==> config.mk <==
export PLATFORM = sky130hd
export DESIGN_NAME = lob_ram
export DESIGN_NICKNAME = d
export VERILOG_FILES = /design/src/design/lob_ram.sv
export SDC_FILE = /design/constraint.sdc
export NUM_CORES = 1
export LEC_CHECK = 0
export ABC_AREA = 1
export BUFFER_PORTS_ARGS = -buffer_cell sky130_fd_sc_hd__buf_4
export CAP_MARGIN = 40
export CORE_ASPECT_RATIO = 1.75
export CORE_MARGIN = 2
export CORE_UTILIZATION = 65
export CTS_CLUSTER_SIZE = 30
export DETAILED_ROUTE_END_ITERATION = 12
export HOLD_SLACK_MARGIN = 0.12
export PLACE_DENSITY = 0.84
export SLEW_MARGIN = 10
export SYNTH_ARGS = -nofsm -noshare
export SYNTH_HDL_FRONTEND = slang
export SYNTH_SLANG_ARGS = --single-unit
==> constraint.sdc <==
create_clock -name i_clk -period 1.39 [get_ports i_clk]
set_input_delay 0 -clock i_clk [delete_from_list [all_inputs] [get_ports i_clk]]
set_output_delay 0 -clock i_clk [all_outputs]
set_load 0.005 [all_outputs]
==> src/design/lob_ram.sv <==
// ----------------------------------------------------------------------------
// lob_ram: generic single-write, single-read RAM
// One write port and one read port with registered read data.
// ----------------------------------------------------------------------------
module lob_ram #(
    parameter int WIDTH = 8,
    parameter int DEPTH = 16
) (
    input  logic                     i_clk,
    input  logic                     i_we,
    input  logic [$clog2(DEPTH)-1:0] i_waddr,
    input  logic [WIDTH-1:0]         i_wdata,
    input  logic [$clog2(DEPTH)-1:0] i_raddr,
    output logic [WIDTH-1:0]         o_rdata
);

    logic [WIDTH-1:0] r_mem [DEPTH];
    logic [WIDTH-1:0] r_rdata;

    // Write port and registered read port.
    always_ff @(posedge i_clk) begin
        if (i_we) begin
            r_mem[i_waddr] <= i_wdata;
        end
        r_rdata <= r_mem[i_raddr];
    end

    assign o_rdata = r_rdata;

endmodule

==> flow_metrics.tcl <==
set metrics [dict create \
    hold-path-cell-count 6 \
    ctsHtreeMaxLevel 4 \
    syn_inst 551 \
    drive_above_1_share 0.122 \
    path_common_cell "nand3_1" \
    reg2reg_from "r_mem[13][0]" \
    layoutNonFillerInstCount 731 \
    grt_max_degree 53 \
    synth_seq_cells 136 \
    setup.worst_path.start "i_raddr[2]" \
    drc 0 \
    finalHoldViolCount 0 \
    synth_area_mm2 0.00577 \
    grt_remaining_overflow 0 \
    status "finished, final reports clean" \
    final_core_util 0.786 \
    cp.arrival_ns 1.63 \
    fin_hold_ws_ns 0.136 \
    num_io_pins 26 \
    cts_buffers 17 \
    clockBufferDepth 2 \
    worst_slew_pin_slew_ns 0.595 \
    setup_ws_ns 0.117 \
    grt_pass1_wl_um 20700 \
    first_pass_iters 5 \
    area_growth_pct 18.2 \
    die_h_um 129 \
    start_util 0.665 \
    path_delay_family "buffers and inverters" \
    die_w_um 75.2 \
    avgViaCountPerCell 5.56 \
    clock_latency_ns 0.42 \
    avgRoutedWirePerCell_um 17.9 \
    leakagePower_nw 2.98 \
    rr_endpoint "o_rdata[0]" \
    whs_endpoint "o_rdata[2]" \
    rsz0062_at_grt "no" \
    critPathMaxFanout 17 \
    place_worst_setup_slack_ns 0.195 \
    vias 4066 \
    skew_ns 0.00632 \
    hold_start "i_raddr[0]" \
    fmax_mhz 786 \
    drv_cap 0 \
    numPortBuffers 25 \
    cts_root_buf "clkbuf_16" \
    post-place-cells 689 \
    synth_nets 569 \
    clock_sinks 136 \
    route.final.wire_length_um 13100 \
    final_common_cell "nand2_1" \
    first_global_vias 4106 \
    power_density_mw_per_mm2 1430 \
    n_fill_cell 550 \
    drtIter0Drc 468 \
    nNetsFinal 619 \
    yosysSeqAreaShare 0.694 \
    ff2ff_path_depth 6 \
    criticalPathCategory "in2reg" \
    drv_slew 0 \
    post-route-period-util 0.916 \
    place.gp.congestion 0.890 \
    worstPathRequired_ns 1.74 \
    crit_slowest_cell "dlygate4sd3_1" \
    setup_viol 0 \
    cts_tree "built" \
    placementRows 45 \
    slew_headroom 0.603 \
    rrSetupSlack_ns 0.33 \
    path_clk_slew_ns 0.05 \
    syn_avg_cell_area_um2 10.5 \
    antenna_found_initial 0 \
    final_cell_mix "173 x nand2_1, 128 x edfxtp_1, 99 x inv_1" \
    yosysWarnings 0 \
    cpPeakStageDelay_ns 0.53 \
    core_area_mm2 0.00867 \
    ant_nets 0 \
    critPathCaptureType "flip-flop" \
    crit_buf_inv 3 \
    cp-start-kind "primary input" \
    synth_cell_types 12 \
    grtUsageTotal 0.306 \
    ir_drop_v 0.00136 \
    tns_ns 0 \
    hold_class "in2reg" \
    crit_chain "dlygate4sd3_1, buf_4, clkinvlp_4, nand3_1, nand3_1, nand2_1" \
    fin_crit_ns 1.27 \
    die_area_mm2 0.00967 \
    num_antenna_cells 0 \
    dpl.hpwl_um 7880 \
]
[cell families after synthesis]
kind of cell           synth area share
buffers and inverters            0.0952
DFF                               0.694
and+or+nand+nor                   0.210
[cell usage after synthesis]
cell type,n,share of area
buf_1,1,0.00065
buf_2,13,0.011
buf_4,4,0.0052
buf_6,6,0.012
dfxtp_1,8,0.028
edfxtp_1,128,0.67
inv_1,100,0.065
inv_2,2,0.0013
nand2_1,173,0.11
nand3_1,97,0.084
nand3b_1,2,0.0026
nor2_1,17,0.011
[final cells by class]
type	count	area (um^2)	share of cell area
clock buffers	24	482	0.0707
flip-flops and latches	136	4000	0.588
multi-input cells	289	1210	0.178
inverters	102	387	0.0567
clock inverters	8	119	0.0174
repair buffers	55	463	0.0679
well taps	117	146	0.0215
[stage by stage]
stage	cell area [um^2]	power (W)
6_report	6810	0.00974
5_1_grt	6810	0.0100
4_1_cts	6810	0.00974
3_5_place_dp	6110	0.00526
3_3_place_gp	6110	0.00524
2_1_floorplan	5770	0.00502
[per-layer routing]
layer / part of all wire / GRT usage / vias up
met3: 0.070 / 0.0720 / 50
met2: 0.53 / 0.500 / 220
met1: 0.35 / 0.353 / 1924
li1: - / - / 1872
met4: 0.051 / 0.195 / 0
met5: 0 / 0 / -
[repair_timing]
action | 4_1_cts | 5_1_grt
hold buffers | 10 | 0
gates resized for setup | 0 | 1
hold endpoints to repair | 136 | 0
setup buffers | 0 | 0
endpoints found under the setup margin | 0 | 2
[sequential cells by signal, summed over array words and instances, names as in the netlist]
signal,count
o_rdata,8
r_mem,128
[power breakdown]
group	leakage, nW	switching, W	internal, W
Sequential	1.22	0.0000308	0.00459
Clock	0.288	0.00157	0.00295
Combinational	1.46	0.000389	0.000211
Total	2.98	0.00199	0.00775
[worst min-delay path, stage by stage]
cell	delay [ns]
buf_4	0.17
nand2_1	0.08
nand3_1	0.07
nand3_1	0.08
nand3_1	0.06
nand2_1	0.06
[how the worst max path moves through the flow]
stage	endpoint	slack, ns	cells past startpoint
final	o_rdata[4]	0.12	6
after global routing	o_rdata[0]	0.07	6
after global placement	o_rdata[4]	0.24	8
after floorplan	r_mem[10][0]	0.44	2
after CTS	o_rdata[4]	0.1	6
after detailed placement	o_rdata[3]	0.20	8
Note: power is estimated with default switching activity, not from simulation.
