File: config.mk
export PLATFORM = sky130hd
export DESIGN_NAME = lob_level_cell
export DESIGN_NICKNAME = d
export VERILOG_FILES = /design/src/design/lob_pkg.sv /design/src/design/lob_level_cell.sv
export SDC_FILE = /design/constraint.sdc
export NUM_CORES = 1
export LEC_CHECK = 0
export BUFFER_PORTS_ARGS = -buffer_cell sky130_fd_sc_hd__buf_4
export CELL_PAD_IN_SITES_DETAIL_PLACEMENT = 1
export CELL_PAD_IN_SITES_GLOBAL_PLACEMENT = 1
export CORE_AREA = 2 2 156 196
export CTS_BUF_LIST = sky130_fd_sc_hd__clkbuf_8
export CTS_CLUSTER_SIZE = 28
export DETAILED_ROUTE_END_ITERATION = 10
export DIE_AREA = 0 0 158 198
export PLACE_DENSITY_LB_ADDON = 0.05
export SYNTH_ARGS = -nofsm -noshare
export SYNTH_HDL_FRONTEND = slang
export SYNTH_SLANG_ARGS = --single-unit
File: constraint.sdc
create_clock -name i_clk -period 6.5 [get_ports i_clk]
set_input_delay 0.65 -clock i_clk [delete_from_list [all_inputs] [get_ports i_clk]]
set_output_delay 0.65 -clock i_clk [all_outputs]
set_load 0.05 [all_outputs]
File: src/design/lob_pkg.sv
// ----------------------------------------------------------------------------
// lob_pkg: shared types for the order book level aggregator
// Command and status codes, the level-cell broadcast and wave words, the order
// table entry and the controller states.
// ----------------------------------------------------------------------------
package lob_pkg;

    localparam logic signed [47:0] VOL_MAX = 48'sh7FFF_FFFF_FFFF;
    localparam logic SIDE_BID = 1'b1;

    typedef enum logic [1:0] {
        CMD_ADD    = 2'd0,
        CMD_CANCEL = 2'd1,
        CMD_MODIFY = 2'd2,
        CMD_QUERY  = 2'd3
    } t_cmd;

    typedef enum logic [1:0] {
        ST_OK         = 2'd0,
        ST_ORDER_FULL = 2'd1,
        ST_LEVEL_FULL = 2'd2
    } t_status;

    // Operation that a wave performs as it passes through the level cells.
    typedef enum logic [1:0] {
        WOP_PROBE = 2'd0,
        WOP_SET   = 2'd1,
        WOP_ALLOC = 2'd2
    } t_wop;

    // Held steady by the controller for the whole of a wave.
    typedef struct packed {
        t_wop               op;
        logic               side;
        logic signed [31:0] price;
        logic signed [47:0] vol;
        logic               kill;
    } t_lv_cmd;

    // Word handed from one level cell to the next in every cycle.
    typedef struct packed {
        logic               go;
        logic               claim;
        logic               have_bid;
        logic signed [31:0] top_bid;
        logic               have_ask;
        logic signed [31:0] low_ask;
        logic               hit;
        logic signed [47:0] vol;
        logic               free;
    } t_wave;

    typedef struct packed {
        logic               valid;
        logic [63:0]        key;
        logic signed [31:0] price;
        logic [31:0]        qty;
    } t_order;

    typedef enum logic [1:0] {
        PH_ADD     = 2'd0,
        PH_CANCEL  = 2'd1,
        PH_MOD_SUB = 2'd2,
        PH_MOD_ADD = 2'd3
    } t_phase;

    typedef enum logic [3:0] {
        S_CLEAR,
        S_IDLE,
        S_SCAN,
        S_SCAN_LAST,
        S_DECIDE,
        S_LAUNCH,
        S_WAIT,
        S_PC1_RET,
        S_PC2_RET,
        S_LA_START,
        S_LA_PROBED,
        S_LA_FIN,
        S_WRITE,
        S_OUT_START,
        S_DONE
    } t_state;

endpackage

File: src/design/lob_level_cell.sv
// ----------------------------------------------------------------------------
// lob_level_cell: one bid level and one ask level of the level tables
// Acts on the broadcast operation when the wave reaches it, and folds its own
// levels into the best prices, lookup result and free-slot flag of the wave.
// ----------------------------------------------------------------------------
module lob_level_cell (
    input  logic             i_clk,
    input  logic             i_rst_n,
    input  lob_pkg::t_lv_cmd i_cmd,
    input  lob_pkg::t_wave   i_wave,
    output lob_pkg::t_wave   o_wave
);

    logic               r_bid_v;
    logic signed [31:0] r_bid_p;
    logic signed [47:0] r_bid_vol;
    logic               r_ask_v;
    logic signed [31:0] r_ask_p;
    logic signed [47:0] r_ask_vol;
    logic               r_go;
    lob_pkg::t_wave     r_wave;
    lob_pkg::t_wave     n_wave;

    logic               sel_v;
    logic signed [31:0] sel_p;
    logic signed [47:0] sel_vol;
    logic               match;
    logic               take;
    logic               set;

    // Level of the side that the current operation addresses.
    always_comb begin
        sel_v   = (i_cmd.side == lob_pkg::SIDE_BID) ? r_bid_v   : r_ask_v;
        sel_p   = (i_cmd.side == lob_pkg::SIDE_BID) ? r_bid_p   : r_ask_p;
        sel_vol = (i_cmd.side == lob_pkg::SIDE_BID) ? r_bid_vol : r_ask_vol;
        match   = sel_v && (sel_p == i_cmd.price);
        take    = i_wave.go && (i_cmd.op == lob_pkg::WOP_ALLOC) && i_wave.claim && !sel_v;
        set     = i_wave.go && (i_cmd.op == lob_pkg::WOP_SET) && match;
    end

    // Fold this cell into the passing word.
    always_comb begin
        n_wave       = i_wave;
        n_wave.claim = i_wave.claim && !take;
        if (r_bid_v && (!i_wave.have_bid || (r_bid_p > i_wave.top_bid))) begin
            n_wave.have_bid = 1'b1;
            n_wave.top_bid  = r_bid_p;
        end
        if (r_ask_v && (!i_wave.have_ask || (r_ask_p < i_wave.low_ask))) begin
            n_wave.have_ask = 1'b1;
            n_wave.low_ask  = r_ask_p;
        end
        n_wave.hit  = i_wave.hit || match;
        n_wave.vol  = match ? sel_vol : i_wave.vol;
        n_wave.free = i_wave.free || !sel_v;
    end

    // Valid bits and the wave's go bit are control state.
    always_ff @(posedge i_clk) begin
        if (!i_rst_n) begin
            r_bid_v <= 1'b0;
            r_ask_v <= 1'b0;
            r_go    <= 1'b0;
        end else begin
            r_go <= n_wave.go;
            if (i_cmd.side == lob_pkg::SIDE_BID) begin
                if (take) begin
                    r_bid_v <= 1'b1;
                end else if (set && i_cmd.kill) begin
                    r_bid_v <= 1'b0;
                end
            end else begin
                if (take) begin
                    r_ask_v <= 1'b1;
                end else if (set && i_cmd.kill) begin
                    r_ask_v <= 1'b0;
                end
            end
        end
    end

    // Level payload and the rest of the wave word.
    always_ff @(posedge i_clk) begin
        r_wave <= n_wave;
        if (i_cmd.side == lob_pkg::SIDE_BID) begin
            if (take) begin
                r_bid_p   <= i_cmd.price;
                r_bid_vol <= i_cmd.vol;
            end else if (set && !i_cmd.kill) begin
                r_bid_vol <= i_cmd.vol;
            end
        end else begin
            if (take) begin
                r_ask_p   <= i_cmd.price;
                r_ask_vol <= i_cmd.vol;
            end else if (set && !i_cmd.kill) begin
                r_ask_vol <= i_cmd.vol;
            end
        end
    end

    // Outgoing word with the reset go bit.
    always_comb begin
        o_wave    = r_wave;
        o_wave.go = r_go;
    end

endmodule
==> results.yml <==
final_layout:
  drive_above_1_share: 0.393
  regArea_um2: 7210
  fillers: 3123
  final_core_util: 0.555
  multi_input_area_um2: 5040
  final_cells: 1759
  nets: 1585
  area_growth_pct: 29.6
power:
  p_int_uw: 3050
  ir_drop_mv: 0.173
  p_per_area_nw_per_um2: 251
  combPwrFrac: 0.143
  p_leak_uw: 0.00695
  seqPwrFrac: 0.473
  p_sw_uw: 1090
  switching_share: 0.263
  power_frac_clock: 0.385
clock_tree:
  path_clk_slew_ns: 0.06
  cts_buffer_depth: 3
  clock_latency_ns: 0.59
  cts_tree: "yes"
  clock_sinks: 280
  htree_levels: 2
  cts.repair.resized: 0
  cts_hold_buffers: 0
  cts_made_buffers: 46
  postCtsSetupRepairBufs: 0
  clockRootBuffer: "clkbuf_8"
placement:
  port_buffers: 321
  placed_cells: 1671
  hpwl_um: 27600
  place.gp.congestion: 0.795
  pre_cts_ws_ns: 1.92
die:
  design.core.area_um2: 29700
  rows: 71
  chipWidth_um: 158
  ios: 322
  die_h_um: 198
  start_util: 0.428
  die-area_um2: 31300
worst_setup_path:
  worst_path_max_delay_cell: "a41o_2"
  worstSetupEndpointType: "flip-flop"
  crit_path_start_kind: "input pin"
  crit_family: "buffers and inverters"
  r2r_start: "r_bid_p[31]"
  path_buf_inv: 2
  crit_type: "input pin to flip-flop"
  worstPathMaxFanout: 56
  slowest_delay_ns: 1.02
  path_cells: "buf_4 -> buf_4 -> mux2i_1 -> xnor2_1 -> nor4_1 -> nand3_1 -> nor4_4 -> a41o_2"
  required_ns: 6.67
  cp_common_cell: "buf_4"
  crit_start: "i_cmd[81]"
  arrival_ns: 4.09
global_routing:
  grt_pass1_vias: 10258
  gr-total-overflow: 0
  grt_max_degree: 65
  antenna_found_initial: 2
  grt_pass1_wl_um: 56500
  grt_use_total: 0.238
timing:
  tightest_slew_ns: 1.14
  rsz0062_at_grt: "no"
  drv_slew: 0
  relSlewSlack: 0.238
  skew_ns: 0.0445
  setup_viol: 0
  finalCritPeriodShare: 0.603
  max_freq_mhz: 255
  fin_crit_ns: 3.92
  hold_viol: 0
  fin_hold_ws_ns: 0.262
  final.setup.worst_slack_ns: 2.58
  setup_tns_ns: 0
drt:
  drt_iter0_markers: 403
  drt_pass1_iterations: 5
  drc_errors: 0
  ant_nets: 0
  drt_wl_total_um: 37600
  vias: 9568
  avgRoutedWirePerCell_um: 21.4
  vias_per_cell: 5.44
yosys:
  syn-num-nets: 1264
  async_flop_share: 0
  synthesis.instances: 997
  ys_seq_area_frac: 0.567
  yosysTopAreaCell: "edfxtp_1"
  ys.flop_type: "edfxtp_1"
  synth-edff-count: 160
  ys_ff_latch: 280
  syn-cell-area_um2: 12700
  synth_cell_types: 51
  yosys.area.top_type_share: 0.378
  yosys_warnings: 0
  netlist_top_cells_area: "edfxtp_1, dfxtp_1, mux2_2"
  syn_avg_cell_area_um2: 12.7
run_status:
  outcome: "completed"
worst_hold_path:
  min_from: "i_cmd[70]"
  hp-class: "input pin to flip-flop"
job:
  maxCapViolCount: 0
cells in the mapped netlist, types with 4 or more instances:
| cell | number |
|---|---|
| nand2_1 | 17 |
| mux2_2 | 123 |
| inv_1 | 68 |
| and3_1 | 32 |
| o21ai_0 | 9 |
| nand3_1 | 37 |
| ha_1 | 63 |
| dfxtp_1 | 120 |
| a22oi_1 | 32 |
| o2111ai_1 | 32 |
| xnor2_1 | 27 |
| nor4_1 | 8 |
| mux2i_1 | 34 |
| nor2_1 | 8 |
| clkbuf_1 | 46 |
| a21oi_1 | 25 |
| mux2_1 | 4 |
| nand4_1 | 77 |
| or2_2 | 4 |
| a21o_1 | 11 |
| edfxtp_1 | 160 |
| buf_6 | 6 |
placed cells by master, fill, tap and decap left out, drive strengths merged, types with 2 or more instances in the layout:
master	Yosys	routed
o21ai	9	9
or2	4	4
nor2	8	8
clkbuf	47	51
a31oi	3	3
dfxtp	120	120
o211ai	3	3
nand2	17	17
xor2	3	3
nor4	9	9
nor3	3	3
a21o	11	11
bufinv	0	4
a221o	2	2
diode	0	2
xnor2	27	27
buf	13	333
o2111ai	32	32
a41o	2	2
a21oi	25	25
clkinvlp	0	2
nand3	37	37
mux2	127	127
edfxtp	160	160
and4	2	2
and2	4	4
mux2i	34	34
ha	63	63
o311ai	2	2
a22oi	32	32
inv	68	83
o41ai	2	2
nor2b	3	3
o21a	3	3
clkinv	1	15
nand2b	3	3
and3	32	32
nand4	77	77
logic make-up (layout without fill, tap and decap cells):
group | after synthesis | after routing | synth area share
compound gates | 134 | 134 | 0.0773
buf+inv | 129 | 488 | 0.0423
other cells | 0 | 2 | 0
simple gates | 200 | 200 | 0.0914
flops | 280 | 280 | 0.567
fa+ha+maj | 63 | 63 | 0.0620
xor+xnor | 30 | 30 | 0.0207
mux | 161 | 161 | 0.139
routing by layer:
layer	up-vias	wire, um	track usage
met5	-	0	0
met4	0	1130	0.0817
met3	67	2960	0.0751
met2	321	19700	0.432
met1	4712	13800	0.258
li1	4468	-	-
path summary, 6_finish.rpt:
path	end	slack (ns)	cells past startpoint
min	r_ask_p[21]	0.26	1
max	r_ask_vol[28]	2.58	8
min reg2reg	o_wave[69]	0.56	1
max reg2reg	o_wave[96]	2.87	8
state kept, by name, indices dropped and copies added (netlist names):
name       count
r_go           1
o_wave       117
r_bid_p       32
r_ask_p       32
r_bid_v        1
r_bid_vol     48
r_ask_v        1
r_ask_vol     48
metrics by stage:
stage,cell area (um2),total power [uW]
floorplan,12700,2330
global placement,15500,2580
detailed placement,15500,2590
CTS,16500,4190
global route,16500,4300
finish,16500,4140
area by class of cell:
cell class / instances / share of cell area
Sequential cell: 280 / 0.438
Multi-Input combinational cell: 588 / 0.306
Timing Repair Buffer: 333 / 0.152
Clock buffer: 51 / 0.0426
Tap cell: 401 / 0.0305
Inverter: 69 / 0.0157
Clock inverter: 35 / 0.0155
Antenna cell: 2 / 0.000304
power by group through the flow:
stage | logic, uW | registers (uW) | clock network [uW]
final | 591 | 1960 | 1590
after global routing | 632 | 1960 | 1710
after CTS | 596 | 1960 | 1640
after detailed placement | 594 | 2000 | 0
after global placement | 584 | 1990 | 0
after floorplan | 175 | 2160 | 0
Note: power is estimated with default switching activity, not from simulation.
